**src/rtl/wlc_pkg.sv**
```systemverilog
// wake light clock package: request, result and register types, codes and constants
// used by the queue front, the sequencer and the top level; depends on nothing
`timescale 1ns / 1ps

package wlc_pkg;

  localparam int unsigned TodW = 17;  // seconds-of-day width
  localparam int unsigned HourW = 5;
  localparam int unsigned MinW = 6;
  localparam int unsigned SecW = 6;
  localparam int unsigned DayW = 3;
  localparam int unsigned StepsW = 4;
  localparam int unsigned CfgIdxW = 3;

  // register indexes
  localparam logic [CfgIdxW-1:0] CFG_WEEKDAY_START = 3'd0;
  localparam logic [CfgIdxW-1:0] CFG_WEEKDAY_WAKE = 3'd1;
  localparam logic [CfgIdxW-1:0] CFG_WEEKDAY_OFF = 3'd2;
  localparam logic [CfgIdxW-1:0] CFG_WEEKEND_START = 3'd3;
  localparam logic [CfgIdxW-1:0] CFG_WEEKEND_WAKE = 3'd4;
  localparam logic [CfgIdxW-1:0] CFG_WEEKEND_OFF = 3'd5;
  localparam logic [CfgIdxW-1:0] CFG_RAMP_STEPS = 3'd6;

  // register reset values
  localparam logic [TodW-1:0] RST_START = 17'd21600;
  localparam logic [TodW-1:0] RST_WAKE = 17'd24300;
  localparam logic [TodW-1:0] RST_OFF = 17'd26100;
  localparam logic [StepsW-1:0] RST_STEPS = 4'd15;

  // time reset values
  localparam logic [SecW-1:0] RST_SECOND = 6'd30;
  localparam logic [MinW-1:0] RST_MINUTE = 6'd32;
  localparam logic [HourW-1:0] RST_HOUR = 5'd22;
  localparam logic [DayW-1:0] RST_DAY = 3'd3;

  localparam logic [HourW-1:0] HOUR_MAX = 5'd23;
  localparam logic [MinW-1:0] MINUTE_MAX = 6'd59;
  localparam logic [SecW-1:0] SECOND_MAX = 6'd59;
  localparam logic [DayW-1:0] DAY_SUNDAY = 3'd0;
  localparam logic [DayW-1:0] DAY_SATURDAY = 3'd6;

  localparam logic [TodW-1:0] SEC_PER_HOUR = 17'd3600;
  localparam logic [TodW-1:0] SEC_PER_MIN = 17'd60;

  // led patterns
  localparam logic [7:0] LED_A_RESET = 8'h80;
  localparam logic [5:0] LED_C_RESET = 6'h3F;
  localparam logic [7:0] BLINK_A_ON = 8'hAA;
  localparam logic [5:0] BLINK_C_ON = 6'h15;
  localparam logic [7:0] BLINK_A_OFF = 8'h55;
  localparam logic [5:0] BLINK_C_OFF = 6'h2A;

  typedef struct packed {
    logic [TodW-1:0] start;
    logic [TodW-1:0] wake;
    logic [TodW-1:0] off;
  } sched_t;

  typedef struct packed {
    sched_t weekday;
    sched_t weekend;
    logic [StepsW-1:0] ramp_steps;
  } cfg_t;

  // request after classification, set values already clamped
  typedef struct packed {
    logic is_set;
    logic [HourW-1:0] hour;
    logic [MinW-1:0] minute;
    logic [SecW-1:0] second;
    logic [DayW-1:0] day;
  } req_t;

  typedef struct packed {
    logic [7:0] led_a;
    logic [5:0] led_c;
    logic led_d;
    logic [HourW-1:0] hour;
    logic [MinW-1:0] minute;
    logic [SecW-1:0] second;
    logic [DayW-1:0] day;
  } result_t;

endpackage

```
**src/rtl/wlc_front.sv**
```systemverilog
// request front: clamps set-time values, classifies requests and queues them
// depends on wlc_pkg
`timescale 1ns / 1ps

module wlc_front #(
  parameter int unsigned Depth = 2
) (
  input  logic               clk_i,
  input  logic               rst_ni,
  input  logic               push_i,
  output logic               full_o,
  input  logic               req_type_i,
  input  logic [4:0]         set_hour_i,
  input  logic [5:0]         set_minute_i,
  input  logic [5:0]         set_second_i,
  input  logic [2:0]         set_day_i,
  output logic               req_valid_o,
  output wlc_pkg::req_t      req_o,
  input  logic               req_pop_i
);
  import wlc_pkg::*;

  localparam int unsigned PtrW = (Depth > 1) ? $clog2(Depth) : 1;
  localparam int unsigned CntW = $clog2(Depth + 1);

  req_t mem_q [Depth];
  logic [PtrW-1:0] wr_ptr_q, wr_ptr_d, rd_ptr_q, rd_ptr_d;
  logic [CntW-1:0] count_q, count_d;
  logic            do_push, do_pop;
  req_t            req_in;

  always_comb begin
    req_in.is_set = req_type_i;
    req_in.hour   = (set_hour_i > HOUR_MAX) ? HOUR_MAX : set_hour_i;
    req_in.minute = (set_minute_i > MINUTE_MAX) ? MINUTE_MAX : set_minute_i;
    req_in.second = (set_second_i > SECOND_MAX) ? SECOND_MAX : set_second_i;
    req_in.day    = (set_day_i > DAY_SATURDAY) ? DAY_SATURDAY : set_day_i;
  end

  assign full_o      = (count_q == CntW'(Depth));
  assign req_valid_o = (count_q != '0);
  assign req_o       = mem_q[rd_ptr_q];
  assign do_push     = push_i && !full_o;
  assign do_pop      = req_pop_i && req_valid_o;

  always_comb begin
    wr_ptr_d = wr_ptr_q;
    rd_ptr_d = rd_ptr_q;
    count_d  = count_q;
    if (do_push) begin
      wr_ptr_d = (wr_ptr_q == PtrW'(Depth - 1)) ? '0 : wr_ptr_q + 1'b1;
    end
    if (do_pop) begin
      rd_ptr_d = (rd_ptr_q == PtrW'(Depth - 1)) ? '0 : rd_ptr_q + 1'b1;
    end
    if (do_push && !do_pop) begin
      count_d = count_q + 1'b1;
    end else if (do_pop && !do_push) begin
      count_d = count_q - 1'b1;
    end
  end

  always_ff @(posedge clk_i or negedge rst_ni) begin
    if (!rst_ni) begin
      wr_ptr_q <= '0;
      rd_ptr_q <= '0;
      count_q  <= '0;
    end else begin
      wr_ptr_q <= wr_ptr_d;
      rd_ptr_q <= rd_ptr_d;
      count_q  <= count_d;
    end
  end

  always_ff @(posedge clk_i) begin
    if (do_push) begin
      mem_q[wr_ptr_q] <= req_in;
    end
  end

endmodule

```
**src/rtl/wlc_back.sv**
```systemverilog
// request sequencer: keeps the time and led latches, runs the ramp divider
// and holds the result register; depends on wlc_pkg
`timescale 1ns / 1ps

module wlc_back (
  input  logic             clk_i,
  input  logic             rst_ni,
  input  wlc_pkg::cfg_t    cfg_i,
  input  logic             req_valid_i,
  input  wlc_pkg::req_t    req_i,
  output logic             req_pop_o,
  output logic             res_valid_o,
  output wlc_pkg::result_t res_o,
  input  logic             res_pop_i
);
  import wlc_pkg::*;

  localparam int unsigned NumW = TodW + 5;

  localparam logic [2:0] S_IDLE  = 3'd0;
  localparam logic [2:0] S_NOW   = 3'd1;
  localparam logic [2:0] S_CLASS = 3'd2;
  localparam logic [2:0] S_SAT   = 3'd3;
  localparam logic [2:0] S_DIV   = 3'd4;
  localparam logic [2:0] S_LED   = 3'd5;
  localparam logic [2:0] S_OUT   = 3'd6;

  logic [2:0]       state_q, state_d;
  logic [SecW-1:0]  sec_q, sec_d;
  logic [MinW-1:0]  min_q, min_d;
  logic [HourW-1:0] hour_q, hour_d;
  logic [DayW-1:0]  day_q, day_d;
  logic             blink_q, blink_d;
  logic [7:0]       led_a_q, led_a_d;
  logic [5:0]       led_c_q, led_c_d;
  logic             led_d_q, led_d_d;

  logic [TodW-1:0]  now_q, now_d;
  sched_t           sched_q, sched_d;
  logic [NumW-1:0]  rem_q, rem_d;
  logic [TodW-1:0]  span_q, span_d;
  logic [1:0]       cnt_q, cnt_d;
  logic [3:0]       lit_q, lit_d;

  logic             out_valid_q, out_valid_d;
  result_t          out_q, out_d;

  logic             slot_free, res_load, weekend, in_wake, in_ramp;
  logic [TodW-1:0]  span_w;
  logic [4:0]       steps_p1;
  logic [NumW-1:0]  shifted;
  logic [NumW:0]    trial;

  assign slot_free = !out_valid_q || res_pop_i;
  assign weekend   = (day_q == DAY_SUNDAY) || (day_q == DAY_SATURDAY);
  assign in_wake   = (now_q >= sched_q.wake) && (now_q <= sched_q.off);
  assign in_ramp   = (now_q >= sched_q.start) && (now_q <= sched_q.wake);
  assign span_w    = sched_q.wake - sched_q.start;
  assign steps_p1  = {1'b0, cfg_i.ramp_steps} + 5'd1;
  assign shifted   = NumW'(span_q) << cnt_q;
  assign trial     = {1'b0, rem_q} - {1'b0, shifted};

  always_comb begin
    state_d     = state_q;
    sec_d       = sec_q;
    min_d       = min_q;
    hour_d      = hour_q;
    day_d       = day_q;
    blink_d     = blink_q;
    led_a_d     = led_a_q;
    led_c_d     = led_c_q;
    led_d_d     = led_d_q;
    now_d       = now_q;
    sched_d     = sched_q;
    rem_d       = rem_q;
    span_d      = span_q;
    cnt_d       = cnt_q;
    lit_d       = lit_q;
    req_pop_o   = 1'b0;
    res_load    = 1'b0;

    case (state_q)
      S_IDLE: begin
        if (req_valid_i && slot_free) begin
          req_pop_o = 1'b1;
          if (req_i.is_set) begin
            hour_d   = req_i.hour;
            min_d    = req_i.minute;
            sec_d    = req_i.second;
            day_d    = req_i.day;
            res_load = 1'b1;
          end else begin
            // carry chain of the clock
            if (sec_q >= SECOND_MAX) begin
              sec_d = '0;
              if (min_q >= MINUTE_MAX) begin
                min_d = '0;
                if (hour_q >= HOUR_MAX) begin
                  hour_d = '0;
                  day_d  = (day_q >= DAY_SATURDAY) ? DAY_SUNDAY : day_q + 1'b1;
                end else begin
                  hour_d = hour_q + 1'b1;
                end
              end else begin
                min_d = min_q + 1'b1;
              end
            end else begin
              sec_d = sec_q + 1'b1;
            end
            state_d = S_NOW;
          end
        end
      end
      S_NOW: begin
        now_d = TodW'(hour_q) * SEC_PER_HOUR + TodW'(min_q) * SEC_PER_MIN + TodW'(sec_q);
        sched_d = weekend ? cfg_i.weekend : cfg_i.weekday;
        state_d = S_CLASS;
      end
      S_CLASS: begin
        if (in_wake) begin
          if (blink_q) begin
            led_a_d = BLINK_A_ON;
            led_c_d = BLINK_C_ON;
            led_d_d = 1'b0;
          end else begin
            led_a_d = BLINK_A_OFF;
            led_c_d = BLINK_C_OFF;
            led_d_d = 1'b1;
          end
          blink_d = !blink_q;
          state_d = S_OUT;
        end else if (in_ramp) begin
          if (span_w == '0) begin
            // empty ramp span saturates
            lit_d   = 4'hF;
            state_d = S_LED;
          end else begin
            rem_d   = NumW'(steps_p1) * NumW'(now_q - sched_q.start);
            span_d  = span_w;
            state_d = S_SAT;
          end
        end else if (sec_q == '0) begin
          led_d_d = 1'b1;
          state_d = S_OUT;
        end else begin
          led_a_d = '0;
          led_c_d = '0;
          led_d_d = 1'b0;
          state_d = S_OUT;
        end
      end
      S_SAT: begin
        if (rem_q >= NumW'({span_q, 4'b0000})) begin
          lit_d   = 4'hF;
          state_d = S_LED;
        end else begin
          lit_d   = '0;
          cnt_d   = 2'd3;
          state_d = S_DIV;
        end
      end
      S_DIV: begin
        // one restoring quotient bit per cycle
        if (!trial[NumW]) begin
          rem_d        = trial[NumW-1:0];
          lit_d[cnt_q] = 1'b1;
        end
        cnt_d = cnt_q - 1'b1;
        if (cnt_q == 2'd0) begin
          state_d = S_LED;
        end
      end
      S_LED: begin
        led_d_d = (lit_q != '0);
        for (int i = 0; i < 6; i++) begin
          led_c_d[i] = (5'(lit_q) >= 5'(i + 2));
        end
        for (int j = 0; j < 8; j++) begin
          led_a_d[7-j] = (5'(lit_q) >= 5'(j + 8));
        end
        state_d = S_OUT;
      end
      S_OUT: begin
        res_load = 1'b1;
        state_d  = S_IDLE;
      end
      default: begin
        state_d = S_IDLE;
      end
    endcase
  end

  always_comb begin
    out_valid_d = out_valid_q;
    out_d       = out_q;
    if (res_load) begin
      out_valid_d  = 1'b1;
      out_d.led_a  = led_a_d;
      out_d.led_c  = led_c_d;
      out_d.led_d  = led_d_d;
      out_d.hour   = hour_d;
      out_d.minute = min_d;
      out_d.second = sec_d;
      out_d.day    = day_d;
    end else if (res_pop_i) begin
      out_valid_d = 1'b0;
    end
  end

  assign res_valid_o = out_valid_q;
  assign res_o       = out_q;

  always_ff @(posedge clk_i or negedge rst_ni) begin
    if (!rst_ni) begin
      state_q     <= S_IDLE;
      sec_q       <= RST_SECOND;
      min_q       <= RST_MINUTE;
      hour_q      <= RST_HOUR;
      day_q       <= RST_DAY;
      blink_q     <= 1'b0;
      led_a_q     <= LED_A_RESET;
      led_c_q     <= LED_C_RESET;
      led_d_q     <= 1'b1;
      out_valid_q <= 1'b0;
    end else begin
      state_q     <= state_d;
      sec_q       <= sec_d;
      min_q       <= min_d;
      hour_q      <= hour_d;
      day_q       <= day_d;
      blink_q     <= blink_d;
      led_a_q     <= led_a_d;
      led_c_q     <= led_c_d;
      led_d_q     <= led_d_d;
      out_valid_q <= out_valid_d;
    end
  end

  always_ff @(posedge clk_i) begin
    now_q   <= now_d;
    sched_q <= sched_d;
    rem_q   <= rem_d;
    span_q  <= span_d;
    cnt_q   <= cnt_d;
    lit_q   <= lit_d;
    out_q   <= out_d;
  end

endmodule

```
**src/rtl/wake_light_clock.sv**
```systemverilog
// wake light clock top: register file, request queue front and sequencer back
// a set-time request shows its result in the cycle after it is taken; a tick
// goes through now and class, saturate, divide and led as needed, then out
// throughput: one set-time request per cycle while results are popped; a new
// request waits while a tick holds the single sequencer and its 4-step divider
// reset: time 22:32:30 on day 3, led latches A=0x80 C=0x3F PD7 on, queues empty
`timescale 1ns / 1ps

module wake_light_clock #(
  parameter int unsigned QueueDepth = 2
) (
  input  logic        clk_i,
  input  logic        rst_ni,
  // configuration write port
  input  logic        cfg_we_i,
  input  logic [2:0]  cfg_idx_i,
  input  logic [16:0] cfg_wdata_i,
  // request side
  input  logic        push,
  output logic        full,
  input  logic        req_type_i,
  input  logic [4:0]  set_hour_i,
  input  logic [5:0]  set_minute_i,
  input  logic [5:0]  set_second_i,
  input  logic [2:0]  set_day_i,
  // result side
  output logic        empty,
  input  logic        pop,
  output logic [7:0]  led_a_o,
  output logic [5:0]  led_c_o,
  output logic        led_d_o,
  output logic [4:0]  hour_now_o,
  output logic [5:0]  minute_now_o,
  output logic [5:0]  second_now_o,
  output logic [2:0]  day_now_o
);
  import wlc_pkg::*;

  cfg_t    cfg_q;
  logic    req_valid, req_pop, res_valid;
  req_t    req;
  result_t res;

  // schedule registers: the user writes only while the block is idle; no check
  // writes beyond the last index fall through the case and are dropped
  always_ff @(posedge clk_i or negedge rst_ni) begin
    if (!rst_ni) begin
      cfg_q.weekday.start <= RST_START;
      cfg_q.weekday.wake  <= RST_WAKE;
      cfg_q.weekday.off   <= RST_OFF;
      cfg_q.weekend.start <= RST_START;
      cfg_q.weekend.wake  <= RST_WAKE;
      cfg_q.weekend.off   <= RST_OFF;
      cfg_q.ramp_steps    <= RST_STEPS;
    end else if (cfg_we_i) begin
      case (cfg_idx_i)
        CFG_WEEKDAY_START: cfg_q.weekday.start <= cfg_wdata_i;
        CFG_WEEKDAY_WAKE:  cfg_q.weekday.wake  <= cfg_wdata_i;
        CFG_WEEKDAY_OFF:   cfg_q.weekday.off   <= cfg_wdata_i;
        CFG_WEEKEND_START: cfg_q.weekend.start <= cfg_wdata_i;
        CFG_WEEKEND_WAKE:  cfg_q.weekend.wake  <= cfg_wdata_i;
        CFG_WEEKEND_OFF:   cfg_q.weekend.off   <= cfg_wdata_i;
        CFG_RAMP_STEPS:    cfg_q.ramp_steps    <= cfg_wdata_i[StepsW-1:0];
        default: begin
        end
      endcase
    end
  end

  // front: takes requests while the sequencer is busy with an earlier one
  wlc_front #(
    .Depth (QueueDepth)
  ) u_front (
    .clk_i        (clk_i),
    .rst_ni       (rst_ni),
    .push_i       (push),
    .full_o       (full),
    .req_type_i   (req_type_i),
    .set_hour_i   (set_hour_i),
    .set_minute_i (set_minute_i),
    .set_second_i (set_second_i),
    .set_day_i    (set_day_i),
    .req_valid_o  (req_valid),
    .req_o        (req),
    .req_pop_i    (req_pop)
  );

  // back: clock counters, led choice and the result register
  wlc_back u_back (
    .clk_i       (clk_i),
    .rst_ni      (rst_ni),
    .cfg_i       (cfg_q),
    .req_valid_i (req_valid),
    .req_i       (req),
    .req_pop_o   (req_pop),
    .res_valid_o (res_valid),
    .res_o       (res),
    .res_pop_i   (pop)
  );

  // result ports straight from the result register
  assign empty        = !res_valid;
  assign led_a_o      = res.led_a;
  assign led_c_o      = res.led_c;
  assign led_d_o      = res.led_d;
  assign hour_now_o   = res.hour;
  assign minute_now_o = res.minute;
  assign second_now_o = res.second;
  assign day_now_o    = res.day;

endmodule

```
**config.mk**
```make
export PLATFORM = sky130hd
export DESIGN_NAME = wake_light_clock
export DESIGN_NICKNAME = d
export VERILOG_FILES = /design/src/rtl/wlc_pkg.sv /design/src/rtl/wlc_front.sv /design/src/rtl/wlc_back.sv /design/src/rtl/wake_light_clock.sv
export SDC_FILE = /design/constraint.sdc
export NUM_CORES = 1
export LEC_CHECK = 0
export BUFFER_PORTS_ARGS = -buffer_cell sky130_fd_sc_hd__buf_2
export CORE_ASPECT_RATIO = 1.25
export CORE_UTILIZATION = 60
export CTS_CLUSTER_SIZE = 28
export DETAILED_ROUTE_END_ITERATION = 8
export PLACE_DENSITY = 0.78
export REMOVE_ABC_BUFFERS = 1
export SYNTH_ARGS = -nofsm -noshare
export SYNTH_HDL_FRONTEND = slang
export SYNTH_HIERARCHICAL = 1
export SYNTH_SLANG_ARGS = --single-unit
```
**constraint.sdc**
```tcl
create_clock -name clk_i -period 7.04 [get_ports clk_i]
set_clock_uncertainty 0.05 [all_clocks]
set_input_delay 2.112 -clock clk_i [delete_from_list [all_inputs] [get_ports clk_i]]
set_output_delay 2.112 -clock clk_i [all_outputs]
set_load 0.05 [all_outputs]
```
==> results.ini <==
[run_status]
status=complete, no violations

[logic_synthesis]
syn_avg_cell_area_um2=11.2
synth_seq_cells=340
netlist_area_um2=22600
ys.warnings.count=6
synth_edf_count=190
synth_async_sr_flop_share_pct=44.1
synth_flop_cell=edfxtp_1
synth_cell_types=89
netlist_instances=2020
yosysSeqAreaShare_pct=42.3

[sta]
min_period_ps=6690
hold_violations=0
max-slew-margin-rel_pct=21.9
tightest_slew_ps=1170
rsz0062_at_grt=false
setup_violations=0
tns_ps=0
period_share_pct=95.0
maxSlewViolCount=0
max_clock_freq_mhz=150

[layout]
layout_common_cells=inv_1 (249), ha_1 (210), edfxtp_1 (190)
drive_above_1_share_pct=21.3
nNetsFinal=2424
area_delta_synth_final_pct=9.02
final_common_cell=inv_1
nFillCells=2806
diodes=0

[clock_network]
cts_buffers=35
cts_tree=built
cts_max_level=2
clk_pin_slew_worst_paths_ps=60
cts_sinks=340
clock_latency_ps=530
clk_path_buf_depth=3
clockRootBuffer=clkbuf_16

[route]
vias=15300
wirelength_um=48200
drtIter0Drc=927
dr.pass1.iters=5
drtAntennaViolNets=0
post_drt_wl_per_cell_um=18.5
drc_errors=0
drt-vias-per-instance=5.85

[worst_setup_path]
critPathLaunch=u_back/now_q[0]
crit_top_cell=inv_1
crit_path_start_kind=flop
critPathMaxStageDelay_ps=520
slowest_stage=fa_1
rr_startpoint=u_back/now_q[0]
setup.worst_path.class=reg -> reg
arrival_ps=6990
required_ps=7350
crit_fanout=5
crit_path_end_kind=flop

[placement]
gp_congestion=0.921
hpwlAfterDp_um=36100
io_buffers=82

[grt]
antenna_found_initial=0
grt_overflow=0
grt_pass1_wl_um=77900
grt.met1_usage_pct=31.3
gr-usage-met3_pct=2.86
track_usage_pct=25.4
grt_busiest_layer=met2
first_global_vias=15500
grt_use_met2_pct=46.5
grt_start_max_net_pins=93

[floorplanning]
die_area_um2=38400
initial_core_util_pct=60.8
die_x_um=176
die_h_um=219
io_pins=83
coreArea_um2=37200
num_rows=79

[worst_hold_path]
hold_path_class=reg -> reg
hold_start=u_back/led_a_q[1]

[flow_run]
max-cap-violations=0

area by class of cell:
cell class	instances	area, µm²	area share (%)
clock buffer	47	972	3.95
clock inverter	15	145	0.589
inverter	249	935	3.80
multi-input combinational	1374	11900	48.2
sequential	340	9550	38.8
tap	486	608	2.47
timing repair buffer	98	537	2.18
path summary, 6_finish.rpt:
kind,end,slack [ps],depth (start not counted)
setup / recovery,u_back/rem_q[21],350,28
hold / removal,u_back/led_a_q[1],420,2
setup reg to reg,u_back/rem_q[21],350,28
hold reg to reg,u_back/led_a_q[1],420,2
max in group asynchronous,cfg_q[24],4220,2
min in group asynchronous,u_back/led_a_q[5],1600,1
cell families (layout without fill, tap and decap cells):
logic type	count (synthesis)	after routing	share of synthesized area [%]
XOR/XNOR	91	91	3.59
AO/OA/AOI/OAI	370	370	10.4
multiplexers	194	194	10.5
adder cells (fa/ha/maj)	280	280	17.8
flip-flops	340	340	42.3
buffers and inverters	306	409	5.41
AND/OR/NAND/NOR	439	439	9.98
Yosys cell counts (13+ instances only):
cell      instances  area, µm²
a21o_1           29        218
a21oi_1         113        566
and3_1           13       81.3
clkbuf_1         42        158
dfrtp_1          80       2000
dfstp_2          70       1840
edfxtp_1        190       5710
fa_1             70       1400
ha_1            210       2630
inv_1           249        935
mux2_2          158       1780
mux2_4           20        300
nand2_1          88        330
nand2b_1         29        181
nand3_1          34        170
nand4_1          15       93.8
nor2_1          134        503
nor2b_1          20        125
nor3_1           33        165
o21a_1           13       97.6
o21ai_0          86        430
o21bai_1         16        120
or3_1            20        125
xnor2_1          62        543
xor2_1           28        245
stage by stage:
step                hold slack, ps  std cells  setup slack, ps  instance area (µm²)  utilization, %
floorplan                      380       1963              855                22300               -
global placement               400       2546              428                23500            63.2
detailed placement             417       2546              264                23500            63.2
CTS                            431       2608              259                24600            66.2
global route                   458       2609             10.3                24600            66.3
finish                         422       2609              353                24600            66.3
per-layer routing:
layer,vias to the layer above,routed length [µm]
met3,78,1780
met1,7555,20100
met2,345,25100
li1,7291,-
met5,-,0
met4,0,1240
worst max-delay path, delay by kind of cell, from the launching register on:
| kind | cells | cell delay [ps] |
|---|---|---|
| and+or+nand+nor | 4 | 520 |
| xor gates and xnor gates | 2 | 790 |
| buffers and inverters | 5 | 330 |
| AOI/OAI and AO/OA | 11 | 2000 |
| adders and majority gates | 6 | 2480 |
| DFF | 1 | 350 |
state kept, by name, summed over array words and instances (netlist names), 8 cells and up:
name,cells
cfg_q,106
u_back/sched_q,51
u_front/mem_q,42
u_back/res_o,35
u_back/rem_q,22
u_back/now_q,17
u_back/span_q,17
u_back/led_a_q,8
what timing repair did:
item                       CTS  global route
hold buffers                 0             0
setup buffers                0             1
gates resized for setup      0             3
setup endpoints to repair    0             2
Power is not shown: default switching activity piles up to over one toggle a cycle in this logic, so the estimate is an artifact.
